`config.mk`:
```
export PLATFORM = sky130hd
export DESIGN_NAME = sts_ctrl
export DESIGN_NICKNAME = d
export VERILOG_FILES = /design/src/hdl/sts_pkg.sv /design/src/hdl/sts_ctrl.sv
export SDC_FILE = /design/constraint.sdc
export NUM_CORES = 1
export LEC_CHECK = 0
export BUFFER_PORTS_ARGS = -buffer_cell sky130_fd_sc_hd__buf_2
export CAP_MARGIN = 20
export CORE_ASPECT_RATIO = 0.9
export CORE_MARGIN = 5
export CORE_UTILIZATION = 30
export DETAILED_ROUTE_END_ITERATION = 10
export GPL_TIMING_DRIVEN = 0
export PLACE_DENSITY = 0.6
export RECOVER_POWER = 50
export SLEW_MARGIN = 20
export SYNTH_ARGS = -nofsm -noshare
export SYNTH_HDL_FRONTEND = slang
export SYNTH_SLANG_ARGS = --single-unit
```
`constraint.sdc`:
```
create_clock -name i_clk -period 7.29 [get_ports i_clk]
set_input_delay 1.458 -clock i_clk [delete_from_list [all_inputs] [get_ports i_clk]]
set_output_delay 1.458 -clock i_clk [all_outputs]
set_load 0.03 [all_outputs]
```
`src/hdl/sts_pkg.sv`:
```
// ----------------------------------------------------------------------------
// sts_pkg
// Shared widths, item kinds and register indexes for the sorted table search.
// ----------------------------------------------------------------------------
package sts_pkg;

    localparam int unsigned VALUE_W = 32;
    localparam int unsigned SLOT_W  = 10;
    localparam int unsigned POS_W   = 10;
    localparam int unsigned COUNT_W = 11;
    localparam int unsigned APB_DW  = 32;
    localparam int unsigned APB_AW  = 3;

    typedef enum logic {
        KIND_LOAD   = 1'b0,
        KIND_SEARCH = 1'b1
    } t_kind;

    // register index taken from paddr[2]
    localparam logic REG_ENTRY_COUNT = 1'b0;

endpackage

```
`src/hdl/sts_ctrl.sv`:
```
// ----------------------------------------------------------------------------
// sts_ctrl
// Search sequencer: midpoint probe, shared signed compare, bound update,
// result register toward the output channel.
// ----------------------------------------------------------------------------
module sts_ctrl
    import sts_pkg::*;
#(
    parameter int DEPTH = 1024,
    parameter int AW    = 10,
    parameter int BW    = 11
) (
    input  logic                      i_clk,
    input  logic                      i_rst_n,
    input  logic [COUNT_W-1:0]        i_entry_count,
    input  logic                      i_in_valid,
    output logic                      o_in_stall,
    input  logic                      i_kind,
    input  logic [SLOT_W-1:0]         i_slot,
    input  logic signed [VALUE_W-1:0] i_value,
    output logic                      o_out_valid,
    input  logic                      i_out_stall,
    output logic                      o_found,
    output logic [POS_W-1:0]          o_position,
    output logic                      o_mem_we,
    output logic [AW-1:0]             o_mem_addr,
    output logic [VALUE_W-1:0]        o_mem_wdata,
    input  logic [VALUE_W-1:0]        i_mem_rdata
);

    typedef enum logic [1:0] {
        S_IDLE,
        S_ADDR,
        S_CMP,
        S_OUT
    } t_state;

    t_state                    r_state, n_state;
    logic [BW-1:0]             r_lo, n_lo;
    logic [BW-1:0]             r_hi, n_hi;
    logic [BW-1:0]             r_mid, n_mid;
    logic signed [VALUE_W-1:0] r_target, n_target;
    logic                      r_res_found, n_res_found;
    logic [POS_W-1:0]          r_res_pos, n_res_pos;
    logic                      r_out_valid, n_out_valid;
    logic                      r_found, n_found;
    logic [POS_W-1:0]          r_position, n_position;

    logic [BW-1:0]             mid;
    logic [BW-1:0]             count_sat;
    logic                      slot_ok;
    logic signed [VALUE_W-1:0] probe;

    assign mid       = r_lo + ((r_hi - BW'(1) - r_lo) >> 1);
    assign count_sat = (32'(i_entry_count) > 32'(DEPTH)) ? BW'(DEPTH) : BW'(i_entry_count);
    assign slot_ok   = (32'(i_slot) < 32'(DEPTH));
    assign probe     = $signed(i_mem_rdata);

    always_comb begin
        n_state     = r_state;
        n_lo        = r_lo;
        n_hi        = r_hi;
        n_mid       = r_mid;
        n_target    = r_target;
        n_res_found = r_res_found;
        n_res_pos   = r_res_pos;
        n_out_valid = r_out_valid;
        n_found     = r_found;
        n_position  = r_position;
        o_mem_we    = 1'b0;
        o_mem_addr  = AW'(i_slot);

        if (r_out_valid && !i_out_stall) begin
            n_out_valid = 1'b0;
        end

        case (r_state)
            S_IDLE: begin
                if (i_in_valid) begin
                    if (i_kind == KIND_LOAD) begin
                        o_mem_we = slot_ok;
                    end else begin
                        n_target = i_value;
                        n_lo     = '0;
                        n_hi     = count_sat;
                        n_state  = S_ADDR;
                    end
                end
            end
            S_ADDR: begin
                o_mem_addr = AW'(mid);
                if (r_lo < r_hi) begin
                    n_mid   = mid;
                    n_state = S_CMP;
                end else begin
                    n_res_found = 1'b0;
                    n_res_pos   = '0;
                    n_state     = S_OUT;
                end
            end
            S_CMP: begin
                if (probe == r_target) begin
                    n_res_found = 1'b1;
                    n_res_pos   = POS_W'(r_mid);
                    n_state     = S_OUT;
                end else begin
                    if (probe > r_target) begin
                        n_hi = r_mid;
                    end else begin
                        n_lo = r_mid + BW'(1);
                    end
                    n_state = S_ADDR;
                end
            end
            S_OUT: begin
                if (!r_out_valid || !i_out_stall) begin
                    n_out_valid = 1'b1;
                    n_found     = r_res_found;
                    n_position  = r_res_pos;
                    n_state     = S_IDLE;
                end
            end
            default: begin
                n_state = S_IDLE;
            end
        endcase
    end

    always_ff @(posedge i_clk) begin
        if (!i_rst_n) begin
            r_state     <= S_IDLE;
            r_out_valid <= 1'b0;
        end else begin
            r_state     <= n_state;
            r_out_valid <= n_out_valid;
        end
        r_lo        <= n_lo;
        r_hi        <= n_hi;
        r_mid       <= n_mid;
        r_target    <= n_target;
        r_res_found <= n_res_found;
        r_res_pos   <= n_res_pos;
        r_found     <= n_found;
        r_position  <= n_position;
    end

    assign o_in_stall  = (r_state != S_IDLE);
    assign o_out_valid = r_out_valid;
    assign o_found     = r_found;
    assign o_position  = r_position;
    assign o_mem_wdata = $unsigned(i_value);

`ifndef ASSERT_OFF
    a_mid_in_range: assert property (@(posedge i_clk) disable iff (!i_rst_n)
        (r_state == S_CMP) |-> (r_lo <= r_mid && r_mid < r_hi))
        else $error("probe index outside search range");

    a_cmp_after_addr: assert property (@(posedge i_clk) disable iff (!i_rst_n)
        (r_state == S_CMP) |-> ($past(r_state) == S_ADDR))
        else $error("compare without a preceding read");

    a_write_idle: assert property (@(posedge i_clk) disable iff (!i_rst_n)
        o_mem_we |-> (r_state == S_IDLE))
        else $error("table write during a search");

    a_search_start: assert property (@(posedge i_clk) disable iff (!i_rst_n)
        (i_in_valid && !o_in_stall && i_kind == KIND_SEARCH)
            |=> (r_state == S_ADDR && r_lo == '0))
        else $error("search beat did not start a probe sequence");

    a_miss_pos_zero: assert property (@(posedge i_clk) disable iff (!i_rst_n)
        (o_out_valid && !o_found) |-> (o_position == '0))
        else $error("miss with nonzero position");
`endif

endmodule

```
==> results.tsv <==
metric	value	unit
status	finished with violations	
violations	capacitance limit, slew limit	
initial_core_util	30.45	%
antenna_found_initial	0	
core_area	18410	µm²
hold_class	reg -> reg	
cts_buffer_depth	2	
arrival	3.75	ns
grt-ovfl-total	0	
grt_pass1_wl	20.25	mm
path_clk_slew	0.07	ns
synth_top_area_cell	edfxtp_1	
cts_tree	yes	
yosysWarningCount	0	
tightest_slew	1.869	ns
antenna_left	0	
ir_worst_vdd	154.9	µV
grt_start_max_net_pins	32	
synth_top_family_by_area	adder cells	
place_congestion	0.7898	
critPathLaunchType	flip-flop	
dr.pass1.iters	4	
post_cts_buffers	0	
drive_gt1_share	28.09	%
powerDensity	433.1	nW/µm²
synth_flop_cell	edfxtp_1	
syn_area	5605	µm²
synth_simple_gate_area_share	10.83	%
drc_errors	0	
synth_area_leaders	edfxtp_1, ha_1, buf_4	
cap_violations	2	
ff2ff_setup_slack	3.96	ns
setup_viol	0	
antennaDiodeCount	0	
seq_area_frac_synth	47.68	%
h-tree-depth	3	
cts_sinks	90	
worstHoldStart	r_res_pos[9]$_SDFFCE_PN0P_	
ios	146	
clk_latency	0.34	ns
rows	47	
required	5.83	ns
slowest_stage	edfxtp_1	
rsz0062_at_grt	no	
synth-edff-count	87	
drt-vias-per-instance	4.412	
min_to	o_position[9]$_DFFE_PP_	
crit_chain	inv_1 -> ha_1 -> inv_1 -> o21bai_1 -> a31o_2 -> a21oi_1 -> xnor2_1 -> ha_1 -> o211ai_1 -> o21ai_1 -> o31ai_1 -> o21ai_1 -> xor2_1 -> mux2_2 -> buf_2	
root_buffer	clkbuf_16	
drt_iter0_markers	193	
nets	811	
cts_made_buffers	9	
synth_mux_area_share	2.210	%
grt.total_usage	11.92	%
cp_max_fo	5	
postCtsHoldBufs	0	
fp.dieW	154.1	µm
total_leakage_power	0.003170	µW
synthAdderAreaFrac	16.12	%
grt_pass1_vias	3885	
routed_wl	12.98	mm
setup_slack	2.082	ns
ys_types	50	
fmax	0.1920	GHz
r2r-start	r_lo[0]$_SDFFCE_PN0P_	
ys_ff_latch	90	
cts-resized-gates	0	
synthCells	492	
hold_ws	0.4135	ns
maxSlewHeadroom	-25.71	%
cp-end-kind	primary output	
die_h	139.7	µm
syn-num-nets	653	
r2r_end	r_mid[10]$_DFFE_PP_	
synth_compound_area_share	10.49	%
synth_top_area_share	46.61	%
fin_util	37.83	%
ff2ff_path_depth	12	
portBuffers	145	
synth.avg_cell_area	11.39	µm²
hold_viol	0	
hold_depth	0	
dp_hpwl	10.61	mm
min_period_over_period	71.43	%
fillers	1846	
cp_slowest_stage_delay	0.49	ns
via_count	3971	
dp_slack	2.404	ns
critical_path_class	reg -> out	
fin_setup_tns	0	ns
wl_per_cell	14.42	µm
syn2layout_area_growth	24.22	%
skew	0.009499	ns
synthArstFlopShare	0	%
synth_xor_area_share	3.906	%
final_max_slew_viol_count	44	
min_period	5.208	ns
die_area	21520	µm²
worst max-delay path: cells and delay by family, from the launching register on:
family | cells | cell delay [ns]
AO/OA/AOI/OAI | 7 | 1.36
adder cells (fa/ha/maj) | 2 | 0.61
flip-flops | 1 | 0.49
XOR/XNOR | 2 | 0.42
buffers and inverters | 3 | 0.32
multiplexers | 1 | 0.20
cell type report:
type | count | area (µm²) | area share (%)
plain buffers | 36 | 255.2 | 3.666
inverters | 63 | 236.5 | 3.396
clock inverters | 7 | 115.1 | 1.653
repair buffers | 147 | 704.4 | 10.12
well taps | 245 | 306.5 | 4.403
flip-flops and latches | 90 | 2673 | 38.38
multi-input cells | 303 | 2447 | 35.15
clock buffers | 9 | 225.2 | 3.235
placed cells by master (no fill, tap or decap), drive strengths merged, types with 6 or more instances in the layout:
master,instances
nand3,14
and3,6
a21o,16
o21ai,16
and2,22
xor2,9
nand2,15
buf,153
inv,65
nor2b,7
edfxtp,87
xnor2,16
nor2,13
mux2,11
a21oi,31
nand4,7
ha,69
clkbuf,39
worst max path at each step:
stage	from	end	slack (ns)	depth (start not counted)
2_1_floorplan	r_lo[1]$_SDFFCE_PN0P_	o_mem_addr[9]	2.95	14
3_3_place_gp	r_lo[1]$_SDFFCE_PN0P_	o_mem_addr[9]	2.40	15
3_5_place_dp	r_lo[1]$_SDFFCE_PN0P_	o_mem_addr[9]	2.40	15
4_1_cts	r_lo[1]$_SDFFCE_PN0P_	o_mem_addr[9]	1.99	15
5_1_grt	r_lo[1]$_SDFFCE_PN0P_	o_mem_addr[9]	1.64	15
6_report	r_lo[1]$_SDFFCE_PN0P_	o_mem_addr[9]	2.08	15
cells by family after synthesis:
kind of cell             after synthesis
AO/OA/AOI/OAI                         90
AND/OR/NAND/NOR                      106
buffers and inverters                 99
flip-flops                            90
adder cells (fa/ha/maj)               71
XOR/XNOR                              25
multiplexers                          11
stage by stage:
| stage | total power (µW) | cells | area, µm² |
|---|---|---|---|
| finish | 3015 | 900 | 6963 |
| global route | 3251 | 900 | 6963 |
| CTS | 3048 | 900 | 7017 |
| detailed placement | 2484 | 884 | 6676 |
| global placement | 2463 | 882 | 6638 |
| floorplan | 2072 | 492 | 5605 |
synth_stat cells (3+ instances only):
library cell   n
edfxtp_1      87
ha_1          69
inv_1         63
buf_4         32
a21oi_1       30
and2_1        22
a21o_1        16
xnor2_1       16
nand2_1       15
nand3_1       14
o21ai_0       14
nor2_1        13
mux2_2        11
xor2_1         9
nor2b_1        7
and3_1         6
nand4_1        6
a211oi_1       5
a221oi_1       5
nand2b_1       5
nor3_1         5
clkbuf_1       3
dfxtp_1        3
nor4_1         3
o211ai_1       3
registers in the layout, summed over array words and instances, names as in the netlist:
name,flops
r_target,32
r_hi,11
r_lo,11
r_mid,11
o_position,10
r_res_pos,10
r_state,2
o_found,1
o_out_valid,1
r_res_found,1
where the power goes:
group / leakage, µW / internal, µW / switching (µW)
sequential: 0.000841 / 830 / 98.4
clock: 0.000166 / 335 / 206
combinational: 0.00216 / 627 / 919
routing by layer:
layer | vias to the layer above | wire length (µm) | track usage, % | share of wire [%]
met5 | - | 0 | 0 | 0
met4 | 0 | 136 | 2.928 | 1.0
met3 | 11 | 752 | 3.446 | 5.8
met2 | 110 | 5866 | 18.73 | 45
met1 | 1808 | 6224 | 16.24 | 48
li1 | 2042 | - | - | -
No activity file was read; power rests on OpenSTA's default activity.
